<file path="config.mk">
export PLATFORM = sky130hd
export DESIGN_NAME = prime_range_sum_core
export DESIGN_NICKNAME = d
export VERILOG_FILES = /design/src/design/prs_pkg.sv /design/src/design/prime_range_sum_core.sv /design/src/design/prs_mod_unit.sv
export SDC_FILE = /design/constraint.sdc
export NUM_CORES = 1
export LEC_CHECK = 0
export BUFFER_PORTS_ARGS = -buffer_cell sky130_fd_sc_hd__buf_2
export CAP_MARGIN = 20
export CORE_MARGIN = 1.5
export CORE_UTILIZATION = 60
export CTS_CLUSTER_SIZE = 14
export DETAILED_ROUTE_END_ITERATION = 6
export PLACE_DENSITY = 0.79
export SLEW_MARGIN = 20
export SYNTH_ARGS = -nofsm -noshare
export SYNTH_HDL_FRONTEND = slang
export SYNTH_HIERARCHICAL = 1
export SYNTH_SLANG_ARGS = --single-unit
</file>
<file path="constraint.sdc">
create_clock -name aclk -period 10.6 [get_ports aclk]
set_input_delay 2.12 -clock aclk [delete_from_list [all_inputs] [get_ports aclk]]
set_output_delay 2.12 -clock aclk [all_outputs]
set_load 0.05 [all_outputs]
</file>
<file path="src/design/prs_pkg.sv">
// Shared constants, microcode word format and control store for prime_range_sum_core.
package prs_pkg;

    localparam int VALUE_BITS = 16;
    localparam int SUM_BITS   = 28;
    localparam int DSQ_BITS   = 2 * VALUE_BITS + 1;
    localparam int CNT_BITS   = $clog2(VALUE_BITS + 1);
    localparam int STEP_BITS  = 4;
    localparam int COND_BITS  = 4;

    // Step addresses of the control program.
    localparam logic [STEP_BITS-1:0] STEP_IDLE  = 4'd0;
    localparam logic [STEP_BITS-1:0] STEP_CHECK = 4'd1;
    localparam logic [STEP_BITS-1:0] STEP_VLOOP = 4'd2;
    localparam logic [STEP_BITS-1:0] STEP_SMALL = 4'd3;
    localparam logic [STEP_BITS-1:0] STEP_DLOOP = 4'd4;
    localparam logic [STEP_BITS-1:0] STEP_WAIT  = 4'd5;
    localparam logic [STEP_BITS-1:0] STEP_TEST  = 4'd6;
    localparam logic [STEP_BITS-1:0] STEP_NEXTV = 4'd7;
    localparam logic [STEP_BITS-1:0] STEP_PRIME = 4'd8;
    localparam logic [STEP_BITS-1:0] STEP_DONE  = 4'd9;

    // Jump conditions: jump to target when true, else fall through.
    localparam logic [COND_BITS-1:0] COND_NEVER       = 4'd0;
    localparam logic [COND_BITS-1:0] COND_ALWAYS      = 4'd1;
    localparam logic [COND_BITS-1:0] COND_NO_INPUT    = 4'd2;
    localparam logic [COND_BITS-1:0] COND_LO_GE_HI    = 4'd3;
    localparam logic [COND_BITS-1:0] COND_V_GE_HI     = 4'd4;
    localparam logic [COND_BITS-1:0] COND_V_LE_ONE    = 4'd5;
    localparam logic [COND_BITS-1:0] COND_DSQ_GT_V    = 4'd6;
    localparam logic [COND_BITS-1:0] COND_MOD_BUSY    = 4'd7;
    localparam logic [COND_BITS-1:0] COND_REM_NONZERO = 4'd8;
    localparam logic [COND_BITS-1:0] COND_NO_OUTACK   = 4'd9;

    typedef struct packed {
        logic [COND_BITS-1:0] cond;
        logic [STEP_BITS-1:0] target;
        logic                 in_ready;
        logic                 out_valid;
        logic                 load_in;
        logic                 set_err;
        logic                 init_v;
        logic                 init_d;
        logic                 mod_start;
        logic                 step_d;
        logic                 add_sum;
        logic                 inc_v;
    } uword_t;

    typedef struct packed {
        logic busy;
        logic rem_zero;
    } mod_status_t;

    function automatic uword_t ucode_rom(input logic [STEP_BITS-1:0] addr);
        uword_t w;
        w = '0;
        case (addr)
            STEP_IDLE: begin
                w.cond = COND_NO_INPUT;  w.target = STEP_IDLE;
                w.in_ready = 1'b1;       w.load_in = 1'b1;
            end
            STEP_CHECK: begin
                w.cond = COND_LO_GE_HI;  w.target = STEP_DONE;
                w.set_err = 1'b1;        w.init_v = 1'b1;
            end
            STEP_VLOOP: begin
                w.cond = COND_V_GE_HI;   w.target = STEP_DONE;
                w.init_d = 1'b1;
            end
            STEP_SMALL: begin
                w.cond = COND_V_LE_ONE;  w.target = STEP_NEXTV;
            end
            STEP_DLOOP: begin
                w.cond = COND_DSQ_GT_V;  w.target = STEP_PRIME;
                w.mod_start = 1'b1;
            end
            STEP_WAIT: begin
                w.cond = COND_MOD_BUSY;  w.target = STEP_WAIT;
            end
            STEP_TEST: begin
                w.cond = COND_REM_NONZERO; w.target = STEP_DLOOP;
                w.step_d = 1'b1;
            end
            STEP_NEXTV: begin
                w.cond = COND_ALWAYS;    w.target = STEP_VLOOP;
                w.inc_v = 1'b1;
            end
            STEP_PRIME: begin
                w.cond = COND_ALWAYS;    w.target = STEP_NEXTV;
                w.add_sum = 1'b1;
            end
            STEP_DONE: begin
                w.cond = COND_NO_OUTACK; w.target = STEP_DONE;
                w.out_valid = 1'b1;
            end
            default: begin
                w.cond = COND_ALWAYS;    w.target = STEP_IDLE;
            end
        endcase
        return w;
    endfunction

endpackage

</file>
<file path="src/design/prime_range_sum_core.sv">
// Top level: microcoded sum of primes strictly between two bounds.
//
//  channel | ports                                    | direction | carries
//  --------+------------------------------------------+-----------+------------------------
//  s_      | s_valid s_ready s_lower_bound s_upper_bound | in     | one range per transaction
//  m_      | m_valid m_ready m_prime_sum m_order_error   | out    | one sum per transaction
//
// One range is worked at a time. Each candidate v passes through the sequencer steps and,
// for every trial divisor d with d*d <= v until one divides v, a pass of the bit-serial
// remainder unit. A range with its bounds out of order or equal skips the loop and
// answers with the order error and a zero sum.
// Reset (aresetn low, synchronous) returns the step counter to the idle step.
// A stalled result holds in the done step; s_ready stays low until it is taken.
module prime_range_sum_core (
    input  logic                           aclk,
    input  logic                           aresetn,
    input  logic                           s_valid,
    output logic                           s_ready,
    input  logic [prs_pkg::VALUE_BITS-1:0] s_lower_bound,
    input  logic [prs_pkg::VALUE_BITS-1:0] s_upper_bound,
    output logic                           m_valid,
    input  logic                           m_ready,
    output logic [prs_pkg::SUM_BITS-1:0]   m_prime_sum,
    output logic                           m_order_error
);

    // Sequencer: step counter and the control word it selects.
    logic [prs_pkg::STEP_BITS-1:0] step_reg, step_next;
    prs_pkg::uword_t               uw;
    logic                          cond_true;

    // Datapath registers.
    logic [prs_pkg::VALUE_BITS-1:0] lo_reg, lo_next;
    logic [prs_pkg::VALUE_BITS-1:0] hi_reg, hi_next;
    logic [prs_pkg::VALUE_BITS-1:0] v_reg, v_next;
    logic [prs_pkg::VALUE_BITS-1:0] d_reg, d_next;
    logic [prs_pkg::DSQ_BITS-1:0]   dsq_reg, dsq_next;
    logic [prs_pkg::SUM_BITS-1:0]   sum_reg, sum_next;
    logic                           err_reg, err_next;

    prs_pkg::mod_status_t mod_st;

    assign uw = prs_pkg::ucode_rom(step_reg);

    prs_mod_unit u_mod (
        .aclk     (aclk),
        .aresetn  (aresetn),
        .start    (uw.mod_start),
        .dividend (v_reg),
        .divisor  (d_reg),
        .status   (mod_st)
    );

    // Evaluate the jump condition named by the control word.
    always_comb begin
        case (uw.cond)
            prs_pkg::COND_NEVER:       cond_true = 1'b0;
            prs_pkg::COND_ALWAYS:      cond_true = 1'b1;
            prs_pkg::COND_NO_INPUT:    cond_true = !s_valid;
            prs_pkg::COND_LO_GE_HI:    cond_true = (lo_reg >= hi_reg);
            prs_pkg::COND_V_GE_HI:     cond_true = (v_reg >= hi_reg);
            prs_pkg::COND_V_LE_ONE:    cond_true = (v_reg <= prs_pkg::VALUE_BITS'(1));
            prs_pkg::COND_DSQ_GT_V:    cond_true = (dsq_reg > prs_pkg::DSQ_BITS'(v_reg));
            prs_pkg::COND_MOD_BUSY:    cond_true = mod_st.busy;
            prs_pkg::COND_REM_NONZERO: cond_true = !mod_st.rem_zero;
            prs_pkg::COND_NO_OUTACK:   cond_true = !m_ready;
            default:                   cond_true = 1'b1;
        endcase
        step_next = cond_true ? uw.target : step_reg + 1'b1;
    end

    // Datapath actions, one group per control bit.
    always_comb begin
        lo_next  = lo_reg;
        hi_next  = hi_reg;
        v_next   = v_reg;
        d_next   = d_reg;
        dsq_next = dsq_reg;
        sum_next = sum_reg;
        err_next = err_reg;
        if (uw.load_in) begin
            // capture the bounds and clear the running sum
            lo_next  = s_lower_bound;
            hi_next  = s_upper_bound;
            sum_next = '0;
        end
        if (uw.set_err) begin
            err_next = (lo_reg >= hi_reg);
        end
        if (uw.init_v) begin
            v_next = lo_reg + 1'b1;
        end
        if (uw.init_d) begin
            d_next   = prs_pkg::VALUE_BITS'(2);
            dsq_next = prs_pkg::DSQ_BITS'(4);
        end
        if (uw.step_d) begin
            // advance the divisor; (d+1)^2 = d^2 + 2d + 1
            d_next   = d_reg + 1'b1;
            dsq_next = dsq_reg + prs_pkg::DSQ_BITS'({d_reg, 1'b1});
        end
        if (uw.add_sum) begin
            sum_next = sum_reg + prs_pkg::SUM_BITS'(v_reg);
        end
        if (uw.inc_v) begin
            v_next = v_reg + 1'b1;
        end
    end

    always_ff @(posedge aclk) begin
        if (!aresetn) begin
            step_reg <= prs_pkg::STEP_IDLE;
        end else begin
            step_reg <= step_next;
        end
        lo_reg  <= lo_next;
        hi_reg  <= hi_next;
        v_reg   <= v_next;
        d_reg   <= d_next;
        dsq_reg <= dsq_next;
        sum_reg <= sum_next;
        err_reg <= err_next;
    end

    // Drive the handshakes from the control word; hold the result in registers.
    assign s_ready       = uw.in_ready;
    assign m_valid       = uw.out_valid;
    assign m_prime_sum   = sum_reg;
    assign m_order_error = err_reg;

endmodule

</file>
<file path="src/design/prs_mod_unit.sv">
// Bit-serial restoring remainder unit: dividend mod divisor, one quotient bit per cycle.
module prs_mod_unit (
    input  logic                           aclk,
    input  logic                           aresetn,
    input  logic                           start,
    input  logic [prs_pkg::VALUE_BITS-1:0] dividend,
    input  logic [prs_pkg::VALUE_BITS-1:0] divisor,
    output prs_pkg::mod_status_t           status
);

    logic [prs_pkg::VALUE_BITS-1:0] shift_reg, shift_next;
    logic [prs_pkg::VALUE_BITS-1:0] dvsr_reg, dvsr_next;
    logic [prs_pkg::VALUE_BITS:0]   rem_reg, rem_next;
    logic [prs_pkg::CNT_BITS-1:0]   cnt_reg, cnt_next;
    logic                           busy_reg, busy_next;
    logic [prs_pkg::VALUE_BITS:0]   trial;

    always_comb begin
        shift_next = shift_reg;
        dvsr_next  = dvsr_reg;
        rem_next   = rem_reg;
        cnt_next   = cnt_reg;
        busy_next  = busy_reg;
        trial      = {rem_reg[prs_pkg::VALUE_BITS-1:0], shift_reg[prs_pkg::VALUE_BITS-1]};
        if (start) begin
            shift_next = dividend;
            dvsr_next  = divisor;
            rem_next   = '0;
            cnt_next   = prs_pkg::CNT_BITS'(prs_pkg::VALUE_BITS);
            busy_next  = 1'b1;
        end else if (busy_reg) begin
            // shift in the next dividend bit, subtract when it fits
            shift_next = {shift_reg[prs_pkg::VALUE_BITS-2:0], 1'b0};
            if (trial >= {1'b0, dvsr_reg}) begin
                rem_next = trial - {1'b0, dvsr_reg};
            end else begin
                rem_next = trial;
            end
            cnt_next  = cnt_reg - 1'b1;
            busy_next = (cnt_reg != prs_pkg::CNT_BITS'(1));
        end
    end

    always_ff @(posedge aclk) begin
        if (!aresetn) begin
            busy_reg <= 1'b0;
            cnt_reg  <= '0;
        end else begin
            busy_reg <= busy_next;
            cnt_reg  <= cnt_next;
        end
        shift_reg <= shift_next;
        dvsr_reg  <= dvsr_next;
        rem_reg   <= rem_next;
    end

    assign status.busy     = busy_reg;
    assign status.rem_zero = (rem_reg == '0);

endmodule

</file>
### Word-level counts from Yosys, hierarchy flattened

Index checks and enable logic that the tools add are counted.

* register bits after elaboration: 185
* latch bits: 0
* RAM bits: 0
* ROM bits: 0
* input bits: 36
* output and inout port bits: 31
* word-level logic and storage cells: 83
* memories: 0

* $add $sub $neg: 8
* $mul: 0
* divide/modulo/power cells: 0
* $lt $le $gt $ge: 5
* equality and inequality tests: 18
* shifts and indexed selects: 0
* multiplexer cells: 26
* bitwise gates (word level): 1
* reduce and logical (&&, ||, !) cells: 11

Operators by type and width (number)
* $mux W16: 6
* $pmux W8 S10: 1
* $mux W33: 2
* $mux W28: 2
* $add A16 B1 Y16 const B: 3
* $add A33 B17 Y33: 1
* $gt A33 B16 Y1: 1
* $eq A4 B3 Y1 const B: 8
* $ge A16 B16 Y1: 2
* $add A28 B16 Y28: 1
* $ge A17 B16 Y1: 1
* $logic_not A17 Y1: 1
* $mux W17: 1
* $sub A17 B16 Y17: 1
* $eq A4 B2 Y1 const B: 4
* $eq A4 B4 Y1 const B: 4
* $le A16 B1 Y1 const B: 1
* $mux W5: 2
* $mux W1: 9
* $pmux W1 S9: 1
* $logic_not A4 Y1: 2
* $reduce_bool A2 Y1: 4
* $ne A5 B1 Y1 const B: 1
* $sub A5 B1 Y5 const B: 1
* 7 further kinds: 9

### Depth between registers and ports, before layout

Gate-level depths: netlist of run 1.

* depth after elaboration: 5
* gate-level depth with buffers: 13
* depth with buffers taken out: 11

### Modules after synthesis

Netlist of run 1, hierarchy kept.

Modules (own cells, without submodules)
* prime_range_sum_core: times used 1, cells an instance 866, area each 8615.8 µm², sequential area each 3863.7 µm²
* prs_mod_unit: times used 1, cells an instance 305, area each 3175.5 µm², sequential area each 1421.4 µm²

### Worst setup path after synthesis of run 1

Ideal clock, no wire load.

* kind: flip-flop to output port
* start point: register step_reg[0] in the netlist's numbering
* end point: output s_ready
* data arrival time: 4.273 ns
* slack: 4.207 ns
* cell stages (with the launch flop): 5
* path buffers: 0
* path through: dfxtp_1 inv_1 ha_1 nor2b_1 nor2b_1

* longest elaborated chain between the ends: 2

RTL lines
* start, declared: line prime_range_sum_core.sv:28 `logic [prs_pkg::STEP_BITS-1:0] step_reg, step_next;`
* start signal, assigned: line prime_range_sum_core.sv:112 `step_reg <= prs_pkg::STEP_IDLE;`
* start signal, assigned: line prime_range_sum_core.sv:114 `step_reg <= step_next;`
* $logic_not A4 Y1: line prs_pkg.sv:58 `case (addr)`
* $mux W1: line prs_pkg.sv:58
* end, declared: line prime_range_sum_core.sv:18 `output logic s_ready,`

Every way passes these cells.

### Final worst setup path of run 1

Ends and elaborated chain as after synthesis.

==> flow_metrics.tcl, run 1 <==
set metrics [dict create \
    wl_met1_mm 11.0 \
    clock_path_buffers 2 \
    slew_headroom 0.372 \
    cp_cell_sequence "inv_1, ha_1, nor2b_2, buf_4, nor2b_2, buf_4, buf_2" \
    path_clk_slew_ps 70 \
    status "completed" \
    ys_ff_latch 185 \
    hp-class "reg -> reg" \
    fmax_mhz 207 \
    post-route-period-util 0.455 \
    grt_start_max_net_pins 51 \
    dp_hpwl_mm 18.5 \
    yosysTopAreaCell "edfxtp_1" \
    wl_met3_mm 1.62 \
    synth_top_cell_area_share 0.402 \
    grt_pass1_wl_mm 41.7 \
    grt_pass1_vias 8655 \
    max_stage_delay_ps 380 \
    synth_warnings 6 \
    drive_above_1_share 0.116 \
    cts.sinks 185 \
    synth_top_cells_by_count "edfxtp_1, nor2_1, ha_1" \
    critPathCaptureType "output pin" \
    antenna_found_initial 0 \
    antenna_left 0 \
    firstDrtPassIters 6 \
    ff2ff_setup_slack_ps 7300 \
    syn-cell-area_um2 11800 \
    synthTopCellsByArea "edfxtp_1, ha_1, dfxtp_1, a21oi_1, nor2_1" \
    whs_ps 497 \
    ctsHoldBuffers 0 \
    cts_root_buf "clkbuf_16" \
    syn_to_final_growth_pct 9.70 \
    placementRows 51 \
    die_h_um 143 \
    worstPathArrival_ps 2700 \
    r2r_cells 10 \
    grt_overflow_total 0 \
    maxSlewViolCount 0 \
    die-area_um2 20500 \
    period_needed_ps 4820 \
    ff_latch_area_um2 5290 \
    yosysMostFrequentCell "edfxtp_1" \
    first_iter_violations 771 \
    synth_area_per_cell_um2 10.1 \
    cp-start-kind "flop" \
    fp.dieW_um 143 \
    highest_layer "met4" \
    hold_path_end "u_mod/rem_reg[16]" \
    place_area_um2 12400 \
    cts_tree "done" \
    p_leak_nw 5.08 \
    min-delay-start "u_mod/rem_reg[16]" \
    diodes 0 \
    final_cell_area_um2 12900 \
    cap_violations 0 \
    crit_fanout 33 \
    cts_buffers 17 \
    setup_viol 0 \
    rsz0062_at_grt "false" \
    finalSetupTns_ps 0 \
    skew_ps 12.1 \
    async_reset_ff_frac 0 \
    cts_resized 0 \
    worst_pin_slew_ps 939 \
    core_area_um2 19400 \
    hold_violations 0 \
    post-cts-setup-buffer-count 0 \
    ios 67 \
    clkLatencyLatePin_ps 450 \
    drc 0 \
    yosysSeqAreaShare 0.448 \
    grt_usage 0.261 \
    initial_core_util 0.608 \
    required_ps 8480 \
    synthDistinctLibCells 75 \
    reg2reg_to "v_reg[14]" \
    synth_edf_count 158 \
    multiInputGateArea_um2 6080 \
    powerDensity_nw_per_um2 298 \
    reg2reg_from "step_reg[2]" \
    syn-instance-count 1171 \
    cp_slowest_cell "buf_4" \
    largest_reg_flops 33 \
    syn_nets 1314 \
    routed_wl_mm 26.0 \
    gp_congestion 0.889 \
    nNetsFinal 1375 \
    io_buffer_count 66 \
    wl_met2_mm 13.0 \
    vias 9120 \
    htree_levels 4 \
    nFillCells 1559 \
    wl_per_cell_um 17.2 \
    synth_flop_cell "edfxtp_1" \
    viasPerCell 6.04 \
    ir_drop_mv 0.155 \
    crit_type "reg -> out" \
    hold_depth 2 \
]
## where the power goes
part	switching (mW)	total, mW	internal, mW
clock network	0.304	0.613	0.309
logic	1.18	1.89	0.712
registers	0.238	1.35	1.11
total	1.72	3.86	2.13
## routing by layer
metal	vias to the layer above	GRT usage
met5	-	0
met3	36	0.0547
met1	4371	0.328
met2	270	0.451
met4	0	0.0770
li1	4443	-
## critical path, delay by kind of cell (launching register included)
kind                     cells  cell delay [ps]
flip-flops                   1              340
AND/OR/NAND/NOR              2              410
buffers and inverters        4             1190
adder cells (fa/ha/maj)      1              290
## metrics by stage
step | cells | utilization | worst slack, ps | power, mW
3_3_place_gp | 1478 | 0.638 | 6330 | 3.15
6_report | 1510 | 0.667 | 5780 | 3.86
4_1_cts | 1510 | 0.666 | 5740 | 3.85
5_1_grt | 1510 | 0.667 | 5570 | 4.11
2_1_floorplan | 1171 | - | 4210 | 2.78
3_5_place_dp | 1478 | 0.638 | 6220 | 3.22
## logic make-up after synthesis
kind of cell / count (synthesis) / share of synthesized area
adder cells (fa/ha/maj): 107 / 0.115
AO/OA/AOI/OAI: 276 / 0.151
AND/OR/NAND/NOR: 388 / 0.166
buffers and inverters: 111 / 0.0382
XOR/XNOR: 77 / 0.0572
multiplexers: 27 / 0.0245
flip-flops: 185 / 0.448
## cell type report
cell class,count,area share
clock buffer,17,0.0329
clock inverter,15,0.0104
inverter,80,0.0232
multi-input combinational,875,0.470
sequential,185,0.409
tap,265,0.0256
timing repair buffer,73,0.0296
## worst max path at each step
stage	start	endpoint	slack, ps	cells past startpoint
finish	step_reg[0]	s_ready	5780	7
global route	step_reg[0]	s_ready	5570	7
CTS	step_reg[0]	s_ready	5740	7
detailed placement	step_reg[0]	s_ready	6220	7
global placement	step_reg[0]	s_ready	6330	7
floorplan	step_reg[0]	s_ready	4210	4
## placed cells by master, fill, tap and decap left out, drive strengths merged, types with 21 or more instances in the layout
cell type | netlist | routed
nor2 | 117 | 117
dfxtp | 27 | 27
edfxtp | 158 | 158
inv | 80 | 86
buf | 11 | 73
nor2b | 22 | 22
nor3 | 22 | 22
xor2 | 31 | 31
or3 | 30 | 30
a21o | 21 | 21
xnor2 | 46 | 46
a21oi | 91 | 91
ha | 104 | 104
o21ai | 72 | 72
nand3 | 37 | 37
nand2 | 65 | 65
No activity file was read; power rests on OpenSTA's default activity.
==> inputs of run 2 (changes only) <==
--- a/config.mk
+++ b/config.mk
@@ -8,10 +8,10 @@
 export BUFFER_PORTS_ARGS = -buffer_cell sky130_fd_sc_hd__buf_2
 export CAP_MARGIN = 20
 export CORE_MARGIN = 1.5
-export CORE_UTILIZATION = 60
+export CORE_UTILIZATION = 56
 export CTS_CLUSTER_SIZE = 14
 export DETAILED_ROUTE_END_ITERATION = 6
-export PLACE_DENSITY = 0.79
+export PLACE_DENSITY = 0.77
 export SLEW_MARGIN = 20
 export SYNTH_ARGS = -nofsm -noshare
 export SYNTH_HDL_FRONTEND = slang
==> constraint.sdc (replaced) <==
create_clock -name aclk -period 4.35 [get_ports aclk]
set_input_delay 0.87 -clock aclk [delete_from_list [all_inputs] [get_ports aclk]]
set_output_delay 0.87 -clock aclk [all_outputs]
set_load 0.05 [all_outputs]
==> run 2 against run 1 <==
  * Clock-buffer cell count is 2 higher
  * Clock skew is 1.3 ps lower
  * Sequential share of layout area is 0.13 points lower
  * Sequential power is 140% higher
  * Setup slack worse by 4700 ps
  * Clock power grew to 2.6 times the previous value
  * Highest routed layer unchanged
==> flow_metrics.tcl, run 2 (synthesis gave the netlist of run 1 again) <==
set metrics [dict create \
    fmax_mhz 305 \
    grt_usage 0.242 \
    ir_drop_mv 0.382 \
    critPathCaptureType "output pin" \
    p_leak_nw 5.10 \
    layout_common_cells "edfxtp_1, nor2_1, ha_1" \
    cap_violations 0 \
    skew_ps 10.8 \
    hp-class "reg -> reg" \
    crit_type "reg -> out" \
    path_clk_slew_ps 70 \
    cts_buffers 17 \
    ios 67 \
    cts_root_buf "clkbuf_16" \
    die_h_um 148 \
    clkLatencyLatePin_ps 440 \
    largest_reg_flops 33 \
    clock_path_buffers 2 \
    cts_resized 0 \
    ctsHoldBuffers 0 \
    maxSlewViolCount 0 \
    vias 9036 \
    cp-start-kind "flop" \
    worstPathArrival_ps 2410 \
    hold_violations 0 \
    final_cell_area_um2 13000 \
    dp_hpwl_mm 18.5 \
    cts_tree "done" \
    min-delay-start "u_mod/cnt_reg[1]" \
    placementRows 52 \
    post-cts-setup-buffer-count 0 \
    nNetsFinal 1376 \
    gp_congestion 0.850 \
    grt_start_max_net_pins 51 \
    crit_fanout 32 \
    r2r_cells 9 \
    reg2reg_from "d_reg[4]" \
    powerDensity_nw_per_um2 731 \
    finalWorstSetupSlack_ps 1070 \
    die-area_um2 21900 \
    grt_pass1_vias 8598 \
    htree_levels 4 \
    diodes 0 \
    syn_to_final_growth_pct 10.1 \
    place_area_um2 12400 \
    reg2reg_to "dsq_reg[18]" \
    required_ps 3480 \
    grt_overflow_total 0 \
    layout_commonest_cell "edfxtp_1" \
    routed_wl_mm 25.9 \
    grt_pass1_wl_mm 42.3 \
    antenna_found_initial 0 \
    fp.dieW_um 148 \
    drive_above_1_share 0.115 \
    antenna_left 0 \
    cts.sinks 185 \
    ff2ff_setup_slack_ps 1100 \
    drc 0 \
    viasPerCell 5.96 \
    setup_viol 0 \
    hold_path_end "u_mod/cnt_reg[1]" \
    first_iter_violations 778 \
    worst_pin_slew_ps 978 \
    slew_headroom 0.345 \
    rsz0062_at_grt "false" \
    firstDrtPassIters 6 \
    pre_cts_slack_ps 1110 \
    core_area_um2 20400 \
    initial_core_util 0.577 \
    hold_depth 2 \
    io_buffer_count 66 \
    post-route-period-util 0.755 \
    status "completed" \
    period_needed_ps 3280 \
    finalSetupTns_ps 0 \
    wl_per_cell_um 17.1 \
]
-- run 2: changes by cell type in the layout (fill, tap and decap cells not counted), moves of 2 or more --
cell and change:
clkbuf_1 +2, clkinv_2 -2, inv_8 -2, clkinv_4 -2, bufinv_16 +2, inv_6 +2
-- run 2: metrics by stage --
step	utilization	instances	total power [mW]	hold WS (ps)
2_1_floorplan	-	1171	6.78	457
3_3_place_gp	0.606	1484	7.70	488
3_5_place_dp	0.606	1484	7.84	503
4_1_cts	0.635	1516	9.47	513
5_1_grt	0.635	1516	10.1	522
6_report	0.635	1516	9.48	511
-- run 2: worst max path at each step --
stage / slack (ps) / to / cells after the start / start
6_report: 1070 / s_ready / 6 / step_reg[0]
5_1_grt: 820 / dsq_reg[18] / 9 / d_reg[4]
4_1_cts: 1060 / s_ready / 6 / step_reg[0]
3_5_place_dp: 1110 / dsq_reg[18] / 9 / d_reg[4]
3_3_place_gp: 1230 / dsq_reg[18] / 9 / d_reg[4]
2_1_floorplan: 400 / step_reg[2] / 7 / step_reg[0]
-- run 2: where the power goes --
part           internal, mW  leakage [nW]  switching, mW
Sequential             2.71          1.72          0.578
Combinational          1.73          3.09           2.87
Clock                 0.868         0.285          0.731
-- run 2: layout make-up --
type | count | area [µm²]
repair buffers | 74 | 390
fillers | 1645 | 7450
multi-input cells | 875 | 6070
clock inverters | 13 | 161
well taps | 270 | 338
flip-flops and latches | 185 | 5290
inverters | 80 | 300
clock buffers | 19 | 433
-- run 2: critical path, stage by stage, from the launching register on --
cell	delay (ps)
dfxtp_1	340
inv_1	110
ha_1	300
nor2b_2	180
buf_4	380
nor2b_2	340
buf_2	310
-- run 2: per-layer routing --
metal | track usage | share of wire | up-vias
met4 | 0.0802 | 0.020 | 0
met1 | 0.322 | 0.45 | 4318
met3 | 0.0460 | 0.046 | 43
met2 | 0.399 | 0.48 | 228
met5 | 0 | 0 | -
li1 | - | - | 4447
==> inputs of run 3 (changes only) <==
--- a/config.mk
+++ b/config.mk
@@ -8,10 +8,10 @@
 export BUFFER_PORTS_ARGS = -buffer_cell sky130_fd_sc_hd__buf_2
 export CAP_MARGIN = 20
 export CORE_MARGIN = 1.5
-export CORE_UTILIZATION = 56
+export CORE_UTILIZATION = 60
 export CTS_CLUSTER_SIZE = 14
 export DETAILED_ROUTE_END_ITERATION = 6
-export PLACE_DENSITY = 0.77
+export PLACE_DENSITY = 0.79
 export SLEW_MARGIN = 20
 export SYNTH_ARGS = -nofsm -noshare
 export SYNTH_HDL_FRONTEND = slang
==> constraint.sdc (replaced) <==
create_clock -name aclk -period 3.15 [get_ports aclk]
set_input_delay 0.63 -clock aclk [delete_from_list [all_inputs] [get_ports aclk]]
set_output_delay 0.63 -clock aclk [all_outputs]
set_load 0.05 [all_outputs]
==> run 3 against run 2 <==
  * Combinational power grew 48%
  * Sequential share of layout area fell by 0.86 points
  * Final cell count increased by 1.7%
  * Sequential power rose by 33%
  * Wire length increased by 1.7%
  * Critical path depth rose by 4
  * Critical path type is now reg -> reg
  * Largest power group unchanged
==> flow_metrics.tcl, run 3 (synthesis gave the netlist of run 1 again) <==
set metrics [dict create \
    finalWorstSetupSlack_ps 185 \
    maxSlewViolCount 0 \
    antenna_left 0 \
    setup_viol 0 \
    grt_pass1_vias 8758 \
    htree_levels 4 \
    worst_pin_slew_ps 687 \
    hold_depth 1 \
    wl_per_cell_um 17.1 \
    crit_type "reg -> reg" \
    cts_buffers 17 \
    highest_layer "met4" \
    first_iter_violations 876 \
    drc 0 \
    viasPerCell 6.02 \
    firstDrtPassIters 5 \
    p_leak_nw 5.28 \
    status "completed" \
    diodes 0 \
    nFillCells 1481 \
    drive_above_1_share 0.139 \
    hold_path_end "hi_reg[4]" \
    pre_cts_slack_ps 86.5 \
    vias 9279 \
    fp.dieW_um 143 \
    final_util 0.683 \
    rsz0062_at_grt "false" \
    fmax_mhz 337 \
    cp-start-kind "flop" \
    layout_commonest_cell "edfxtp_1" \
    required_ps 3420 \
    cap_violations 0 \
    wl_met2_mm 13.0 \
    clkLatencyLatePin_ps 440 \
    cts_tree "done" \
    die-area_um2 20500 \
    period_needed_ps 2970 \
    antenna_found_initial 0 \
    cts_root_buf "clkbuf_16" \
    r2r_cells 10 \
    hp-class "in -> reg" \
    critPathCaptureType "flop" \
    largest_reg_flops 33 \
    hold_violations 0 \
    dp_hpwl_mm 19.0 \
    die_h_um 143 \
    layout_common_cells "edfxtp_1, nor2_1, ha_1" \
    cts.sinks 185 \
    ir_drop_mv 0.561 \
    grt_usage 0.263 \
    skew_ps 15.4 \
    clock_path_buffers 2 \
    crit_fanout 8 \
    syn_to_final_growth_pct 12.4 \
    reg2reg_from "m_prime_sum[0]" \
    cp_cell_sequence "ha_1, inv_1, fa_1, nor2b_2, o2111ai_1, and4_1, o311ai_1, o211ai_1, or3_1, a21oi_1" \
    path_clk_slew_ps 70 \
    initial_core_util 0.608 \
    io_buffer_count 66 \
    wl_met3_mm 1.40 \
    powerDensity_nw_per_um2 1010 \
    finalSetupTns_ps 0 \
    grt_start_max_net_pins 51 \
    post-route-period-util 0.941 \
    nNetsFinal 1407 \
    worstPathArrival_ps 3230 \
    routed_wl_mm 26.3 \
    placementRows 51 \
    ios 67 \
    grt_overflow_total 0 \
    ff2ff_setup_slack_ps 180 \
    max_stage_delay_ps 390 \
    cp_slowest_cell "fa_1" \
    grt_pass1_wl_mm 42.4 \
    core_area_um2 19400 \
    min-delay-start "s_upper_bound[4]" \
    reg2reg_to "m_prime_sum[24]" \
    gp_congestion 0.909 \
    slew_headroom 0.541 \
    wl_met1_mm 11.5 \
]
==> run 3: routing by layer <==
metal	vias to the layer above	track usage
li1	4509	-
met1	4449	0.341
met5	-	0
met3	38	0.0446
met2	283	0.448
met4	0	0.0868
==> run 3: report_power, final <==
group / total, mW / switching, mW / internal [mW]
Combinational: 6.79 / 4.22 / 2.57
Clock: 2.27 / 0.997 / 1.27
Sequential: 4.38 / 0.641 / 3.73
Total: 13.4 / 5.86 / 7.57
==> run 3: metrics by stage <==
step	std cells	instance area [µm²]	power [mW]	hold WS (ps)
after floorplan	1171	11800	9.36	457
after global placement	1508	12600	10.8	478
after detailed placement	1508	12600	11.0	489
after CTS	1540	13200	13.3	346
after global routing	1542	13300	14.3	343
final	1542	13300	13.4	358
==> run 3: what timing repair did <==
item | in CTS | in global routing
setup endpoints to repair | 0 | 13
gates resized for setup | 0 | 3
buffers inserted | 0 | 2
hold buffers | 0 | 0
endpoints found under the hold margin | 0 | 0
==> run 3: area by class of cell <==
type                            instances  area, µm²  share of cell area
Clock inverter                         15        190              0.0143
Inverter                               80        300              0.0227
Sequential cell                       185       5290               0.399
Tap cell                              265        332              0.0250
Clock buffer                           17        425              0.0321
Timing Repair Buffer                  105        636              0.0479
Multi-Input combinational cell        875       6090               0.459
==> run 3: how the worst max path moves through the flow <==
stage / from / endpoint / slack, ps / cells after the start
after floorplan: step_reg[0] / s_ready / 60 / 4
after global placement: d_reg[4] / dsq_reg[18] / 140 / 9
after detailed placement: d_reg[4] / dsq_reg[18] / 90 / 9
after CTS: d_reg[4] / dsq_reg[18] / 50 / 9
after global routing: v_reg[8] / m_prime_sum[27] / 0.09 / 10
final: m_prime_sum[0] / m_prime_sum[24] / 180 / 10
==> run 3: worst max-delay path: cells and delay by family (launching register included) <==
family | cells | cell delay, ps
fa+ha+maj | 2 | 610
compound gates | 4 | 940
buf+inv | 1 | 70
flops | 1 | 370
simple gates | 3 | 820
